===== src/sv/cft_pkg.sv =====
package cft_pkg;

    localparam logic [7:0] CH_QUOTE = 8'h22;
    localparam logic [7:0] CH_COMMA = 8'h2C;
    localparam logic [7:0] CH_CR    = 8'h0D;
    localparam logic [7:0] CH_LF    = 8'h0A;

    typedef enum logic [1:0] {
        KIND_DATA   = 2'd0,
        KIND_FIELD  = 2'd1,
        KIND_RECORD = 2'd2,
        KIND_ERROR  = 2'd3
    } t_kind;

    typedef enum logic [1:0] {
        MODE_OUT    = 2'd0,
        MODE_IN     = 2'd1,
        MODE_OPENED = 2'd2,
        MODE_PENDQ  = 2'd3
    } t_mode;

    typedef struct packed {
        logic [7:0] in_byte;
        logic       doc_end;
    } t_in_word;

    typedef struct packed {
        t_kind      out_kind;
        logic [7:0] out_byte;
        logic       out_doc_done;
    } t_out_word;

    typedef struct packed {
        t_mode mode;
        logic  nl_run;
        logic  seen;
        logic  err;
    } t_state;

    localparam t_state STATE_RESET = '{mode: MODE_OUT, nl_run: 1'b0, seen: 1'b0, err: 1'b0};

endpackage


===== src/sv/cft_step.sv =====
module cft_step (
    input  cft_pkg::t_state    i_state,
    input  cft_pkg::t_in_word  i_word,
    output cft_pkg::t_state    o_state,
    output logic               o_res_valid,
    output cft_pkg::t_out_word o_res_word
);

    logic nl;
    logic quote;
    logic comma;
    logic end_err;

    assign nl      = (i_word.in_byte == cft_pkg::CH_CR) || (i_word.in_byte == cft_pkg::CH_LF);
    assign quote   = (i_word.in_byte == cft_pkg::CH_QUOTE);
    assign comma   = (i_word.in_byte == cft_pkg::CH_COMMA);
    assign end_err = i_state.err || !i_state.seen ||
                     (i_state.mode == cft_pkg::MODE_IN) || (i_state.mode == cft_pkg::MODE_OPENED);

    always_comb begin
        o_state = i_state;
        if (i_word.doc_end) begin
            o_state = cft_pkg::STATE_RESET;
        end else begin
            o_state.seen = 1'b1;
            if (!i_state.err) begin
                case (i_state.mode)
                    cft_pkg::MODE_OUT: begin
                        if (quote) begin
                            o_state.nl_run = 1'b0;
                            o_state.mode   = cft_pkg::MODE_OPENED;
                        end else begin
                            o_state.nl_run = nl;
                        end
                    end
                    cft_pkg::MODE_OPENED: begin
                        if (nl) begin
                            o_state.err = 1'b1;
                        end else begin
                            o_state.mode = cft_pkg::MODE_IN;
                        end
                    end
                    cft_pkg::MODE_IN: begin
                        if (quote) begin
                            o_state.mode = cft_pkg::MODE_PENDQ;
                        end else if (nl) begin
                            o_state.err = 1'b1;
                        end
                    end
                    cft_pkg::MODE_PENDQ: begin
                        if (quote) begin
                            o_state.mode = cft_pkg::MODE_IN;
                        end else begin
                            o_state.mode   = cft_pkg::MODE_OUT;
                            o_state.nl_run = nl;
                        end
                    end
                    default: begin
                        o_state.mode = cft_pkg::MODE_OUT;
                    end
                endcase
            end
        end
    end

    always_comb begin
        o_res_valid             = 1'b0;
        o_res_word.out_kind     = cft_pkg::KIND_DATA;
        o_res_word.out_byte     = 8'd0;
        o_res_word.out_doc_done = 1'b0;
        if (i_word.doc_end) begin
            o_res_word.out_doc_done = 1'b1;
            if (end_err) begin
                o_res_valid         = 1'b1;
                o_res_word.out_kind = cft_pkg::KIND_ERROR;
            end else if (!((i_state.mode == cft_pkg::MODE_OUT) && i_state.nl_run)) begin
                o_res_valid         = 1'b1;
                o_res_word.out_kind = cft_pkg::KIND_RECORD;
            end
        end else if (!i_state.err) begin
            case (i_state.mode)
                cft_pkg::MODE_OUT, cft_pkg::MODE_PENDQ: begin
                    if (quote) begin
                        if (i_state.mode == cft_pkg::MODE_PENDQ) begin
                            o_res_valid         = 1'b1;
                            o_res_word.out_byte = cft_pkg::CH_QUOTE;
                        end
                    end else if (nl) begin
                        if (!(i_state.mode == cft_pkg::MODE_OUT && i_state.nl_run)) begin
                            o_res_valid         = 1'b1;
                            o_res_word.out_kind = cft_pkg::KIND_RECORD;
                        end
                    end else if (comma) begin
                        o_res_valid         = 1'b1;
                        o_res_word.out_kind = cft_pkg::KIND_FIELD;
                    end else begin
                        o_res_valid         = 1'b1;
                        o_res_word.out_byte = i_word.in_byte;
                    end
                end
                cft_pkg::MODE_OPENED: begin
                    o_res_valid = 1'b1;
                    if (nl) begin
                        o_res_word.out_kind = cft_pkg::KIND_ERROR;
                    end else begin
                        o_res_word.out_byte = i_word.in_byte;
                    end
                end
                cft_pkg::MODE_IN: begin
                    if (nl) begin
                        o_res_valid         = 1'b1;
                        o_res_word.out_kind = cft_pkg::KIND_ERROR;
                    end else if (!quote) begin
                        o_res_valid         = 1'b1;
                        o_res_word.out_byte = i_word.in_byte;
                    end
                end
                default: begin
                    o_res_valid = 1'b0;
                end
            endcase
        end
    end

endmodule


===== src/sv/csv_field_tokenizer_unit.sv =====
// Channel  Direction  Handshake                Word
// in       input      i_in_valid / o_in_stall  cft_pkg::t_in_word  (in_byte, doc_end)
// out      output     o_out_valid / i_out_stall cft_pkg::t_out_word (out_kind, out_byte,
//                                                out_doc_done)
// One word per cycle sustained while i_out_stall is low; each word passes through the
// input register and one pass of the tokenizer step into the result register.
// Synchronous active-low reset clears both valid flags and the tokenizer state.
// A stalled result holds; the input register takes one more word meanwhile, then
// o_in_stall rises until the result is taken.
module csv_field_tokenizer_unit (
    input  logic               i_clk,
    input  logic               i_rst_n,
    input  logic               i_in_valid,
    input  cft_pkg::t_in_word  i_in_word,
    output logic               o_in_stall,
    output logic               o_out_valid,
    output cft_pkg::t_out_word o_out_word,
    input  logic               i_out_stall
);

    logic               r_in_vld;
    cft_pkg::t_in_word  r_in_word;
    logic               r_out_vld;
    cft_pkg::t_out_word r_out_word;
    cft_pkg::t_state    r_state;

    cft_pkg::t_state    n_state;
    logic               res_vld;
    cft_pkg::t_out_word res_word;
    logic               advance;
    logic               accept;

    assign advance    = r_in_vld && (!r_out_vld || !i_out_stall);
    assign o_in_stall = r_in_vld && !advance;
    assign accept     = i_in_valid && !o_in_stall;

    cft_step u_step (
        .i_state     (r_state),
        .i_word      (r_in_word),
        .o_state     (n_state),
        .o_res_valid (res_vld),
        .o_res_word  (res_word)
    );

    always_ff @(posedge i_clk) begin
        if (!i_rst_n) begin
            r_in_vld  <= 1'b0;
            r_out_vld <= 1'b0;
            r_state   <= cft_pkg::STATE_RESET;
        end else begin
            if (accept) begin
                r_in_vld <= 1'b1;
            end else if (advance) begin
                r_in_vld <= 1'b0;
            end
            if (advance) begin
                r_out_vld <= res_vld;
                r_state   <= n_state;
            end else if (!i_out_stall) begin
                r_out_vld <= 1'b0;
            end
        end
    end

    always_ff @(posedge i_clk) begin
        if (accept) begin
            r_in_word <= i_in_word;
        end
        if (advance) begin
            r_out_word <= res_word;
        end
    end

    assign o_out_valid = r_out_vld;
    assign o_out_word  = r_out_word;

endmodule


===== config.mk =====
export PLATFORM = sky130hd
export DESIGN_NAME = csv_field_tokenizer_unit
export DESIGN_NICKNAME = d
export VERILOG_FILES = /design/src/sv/cft_pkg.sv /design/src/sv/cft_step.sv /design/src/sv/csv_field_tokenizer_unit.sv
export SDC_FILE = /design/constraint.sdc
export NUM_CORES = 1
export LEC_CHECK = 0
export BUFFER_PORTS_ARGS = -buffer_cell sky130_fd_sc_hd__buf_2
export CORE_MARGIN = 5
export CORE_UTILIZATION = 53
export DETAILED_ROUTE_END_ITERATION = 16
export PLACE_DENSITY = 0.85
export SLEW_MARGIN = 5
export SYNTH_ARGS = -nofsm -noshare
export SYNTH_HDL_FRONTEND = slang
export SYNTH_SLANG_ARGS = --single-unit

===== constraint.sdc =====
create_clock -name i_clk -period 2.33 [get_ports i_clk]
set_input_delay 0.3495 -clock i_clk [delete_from_list [all_inputs] [get_ports i_clk]]
set_output_delay 0.3495 -clock i_clk [all_outputs]
set_load 0.02 [all_outputs]

==> impl_metrics.py <==
metrics = {
    "timing": {
        "finClkSkew_ns": 0.00553,
        "whs_ns": 0.176,
        "rsz0062_at_grt": "no",
        "slew_viol_final": 0,
        "fmax_mhz": 512,
        "tightest_slew_ns": 0.718,
        "finalCritPeriodShare_pct": 83.8,
        "slew_headroom_pct": 52.0,
        "finalHoldViolCount": 0,
        "min_period_ns": 1.95,
        "finalSetupTns_ns": 0,
        "setup_violations": 0,
    },
    "worst_hold_path": {
        "hold_path_startpoint": "i_in_word[6]",
        "hold_path_end": "r_in_word[6]",
        "min_path_type": "input pin to flop",
        "hold_depth": 1,
    },
    "global_route": {
        "top_usage_layer": "met2",
        "grt_use_met1_pct": 18.6,
        "grt_pass1_vias": 974,
        "gr-total-overflow": 0,
        "grt_pass1_wl_um": 4290,
        "grt_max_degree": 17,
        "grt_antenna_before_repair": 0,
        "met3_usage_pct": 3.46,
        "grt_use_met2_pct": 27.8,
        "grt_use_total_pct": 16.1,
    },
    "setup_path": {
        "worstSetupStartpoint": "r_in_word[3]",
        "r2r-end": "r_state[3]",
        "r2r-start": "r_in_word[3]",
        "path_cells": "or3b_4 > a211oi_4 > nand3b_2 > o2111a_1 > o221a_1",
        "critPathKind": "flop to flop",
        "worst-r2r-cell-count": 5,
        "worstPathMaxFanout": 8,
        "crit_path_start_kind": "flop",
        "critPathArrivalTime_ns": 2.19,
        "critPathSlowestCell": "edfxtp_1",
        "cp.required_ns": 2.57,
        "max_stage_delay_ns": 0.51,
        "crit_path_end_kind": "flop",
        "reg2reg_slack_ns": 0.38,
    },
    "synthesis": {
        "yosysWarnings": 0,
        "ys_seq_elements": 27,
        "synth_area_leader_cell": "edfxtp_1",
        "post_synth.cell_area_avg_um2": 11.2,
        "synth_area_um2": 1310,
        "synth.distinct_cells": 41,
        "synth_common_cells": "edfxtp_1, nand2_1, nor2_1",
        "ys_seq_area_share_pct": 56.4,
        "synthFlopType": "edfxtp_1",
        "synth.most_common_cell": "edfxtp_1",
        "synth_top_area_share_pct": 45.8,
        "synth.area.top_cells": "edfxtp_1, dfxtp_1, ha_1",
        "synth_edf_count": 20,
        "synth_async_sr_flop_share_pct": 0,
        "synthesis.nets": 134,
        "synthCells": 117,
    },
    "cts": {
        "clock-root-buffer": "clkbuf_4",
        "clk_latency_ns": 0.33,
        "post_cts_buffers": 0,
        "cts_tree": "built",
        "hold_buffers": 0,
        "clkTransAtPathRegs_ns": 0.15,
        "clk_path_buf_depth": 2,
        "clkSinkCount": 27,
        "ctsResizeCount": 0,
        "cts_made_buffers": 3,
        "h-tree-depth": 1,
    },
    "pwr": {
        "powerDensity_nw_per_um2": 572,
        "total_power_mw": 0.859,
        "peakVddDrop_uv": 432,
        "clock_power_share_pct": 24.4,
        "p_seq_share_pct": 65.0,
        "p_int_mw": 0.644,
        "sw_frac_of_total_pct": 25.0,
        "combPwrFrac_pct": 10.6,
        "netSwitchingPower_mw": 0.215,
        "p_leak_nw": 0.568,
    },
    "place": {
        "portBuffers": 25,
        "hpwl_um": 1980,
        "gp_congestion": 0.915,
    },
    "route": {
        "drc": 0,
        "drtPass1Iterations": 4,
        "drt-initial-drc-count": 44,
        "routed_via_density": 5.93,
        "routedWlPerCell_um": 14.7,
        "wl_um": 2570,
        "num_vias": 1032,
        "antenna_left": 0,
    },
    "floorplanning": {
        "initial_core_util_pct": 54.0,
        "die_h_um": 59.8,
        "die_area_um2": 3570,
        "io_pins": 26,
        "die_x_um": 59.8,
        "core_um2": 2430,
        "fp-row-count": 18,
    },
    "layout": {
        "drive_above_1_share_pct": 25.0,
        "final_nets": 162,
        "fillers": 218,
        "num_antenna_cells": 0,
        "syn2layout_area_growth_pct": 14.4,
    },
    "status": {
        "status": "finished clean",
    },
    "run": {
        "cap_violations": 0,
    },
}
## worst max path at each step
| stage | to | depth (start not counted) |
|---|---|---|
| detailed placement | o_out_word[4] | 7 |
| CTS | r_state[3] | 5 |
| finish | r_state[3] | 5 |
| floorplan | o_out_word[3] | 7 |
| global placement | o_out_word[3] | 7 |
| global route | o_out_word[4] | 5 |
## state kept, by name (all words and copies together), names as in the netlist
register / cells
r_in_word: 9
r_in_vld: 1
r_state: 5
o_out_valid: 1
o_out_word: 11
## logic make-up after synthesis
logic type	share of synthesized area (%)
adders and majority gates	3.81
buffers and inverters	2.86
and+or+nand+nor	19.6
DFF	56.4
AOI/OAI and AO/OA	17.3
## layer usage
layer,vias to the layer above,wire [µm]
met4,0,43
met3,5,209
met1,488,1050
met5,-,0
li1,492,-
met2,47,1260
## through the flow
stage,instance area (µm²),utilization [%],setup WS (ns),instances
floorplan,1310,-,0.434,117
global placement,1470,60.5,0.423,170
detailed placement,1470,60.5,0.409,170
CTS,1500,61.7,0.392,174
global route,1500,61.7,0.250,174
finish,1500,61.7,0.378,174
## cell type report
| class | count | area (µm²) | area share (%) |
|---|---|---|---|
| sequential | 27 | 741 | 49.3 |
| multi-input combinational | 80 | 534 | 35.6 |
| tap | 30 | 37.5 | 2.50 |
| inverter | 7 | 26.3 | 1.75 |
| timing repair buffer | 26 | 133 | 8.83 |
| clock buffer | 3 | 22.5 | 1.50 |
| clock inverter | 1 | 7.51 | 0.500 |
## power by group through the flow
| stage | combinational (mW) | clock [mW] | sequential [mW] |
|---|---|---|---|
| floorplan | 0.0448 | 0 | 0.579 |
| global placement | 0.0880 | 0 | 0.566 |
| detailed placement | 0.0905 | 0 | 0.569 |
| CTS | 0.0908 | 0.213 | 0.558 |
| global route | 0.0995 | 0.235 | 0.561 |
| finish | 0.0909 | 0.210 | 0.558 |
## cell usage in the layout (no fill, tap or decap), drive strengths merged, types with 2 or more instances in the layout
| cell | n |
|---|---|
| o41ai | 2 |
| ha | 4 |
| buf | 26 |
| a211oi | 3 |
| o211ai | 2 |
| and3 | 2 |
| inv | 7 |
| dfxtp | 7 |
| or3b | 2 |
| nor2b | 2 |
| nor3 | 4 |
| a211o | 2 |
| a21oi | 8 |
| clkbuf | 3 |
| edfxtp | 20 |
| a31oi | 2 |
| nand2 | 11 |
| and2 | 5 |
| nand3b | 2 |
| nor2 | 9 |
| o21ai | 3 |
## critical path: cells and delay by family, from the launching register on
family,cells,cell delay [ns]
simple gates,2,0.57
compound gates,3,0.79
flops,1,0.51
Power figures use the tool's default switching activity.
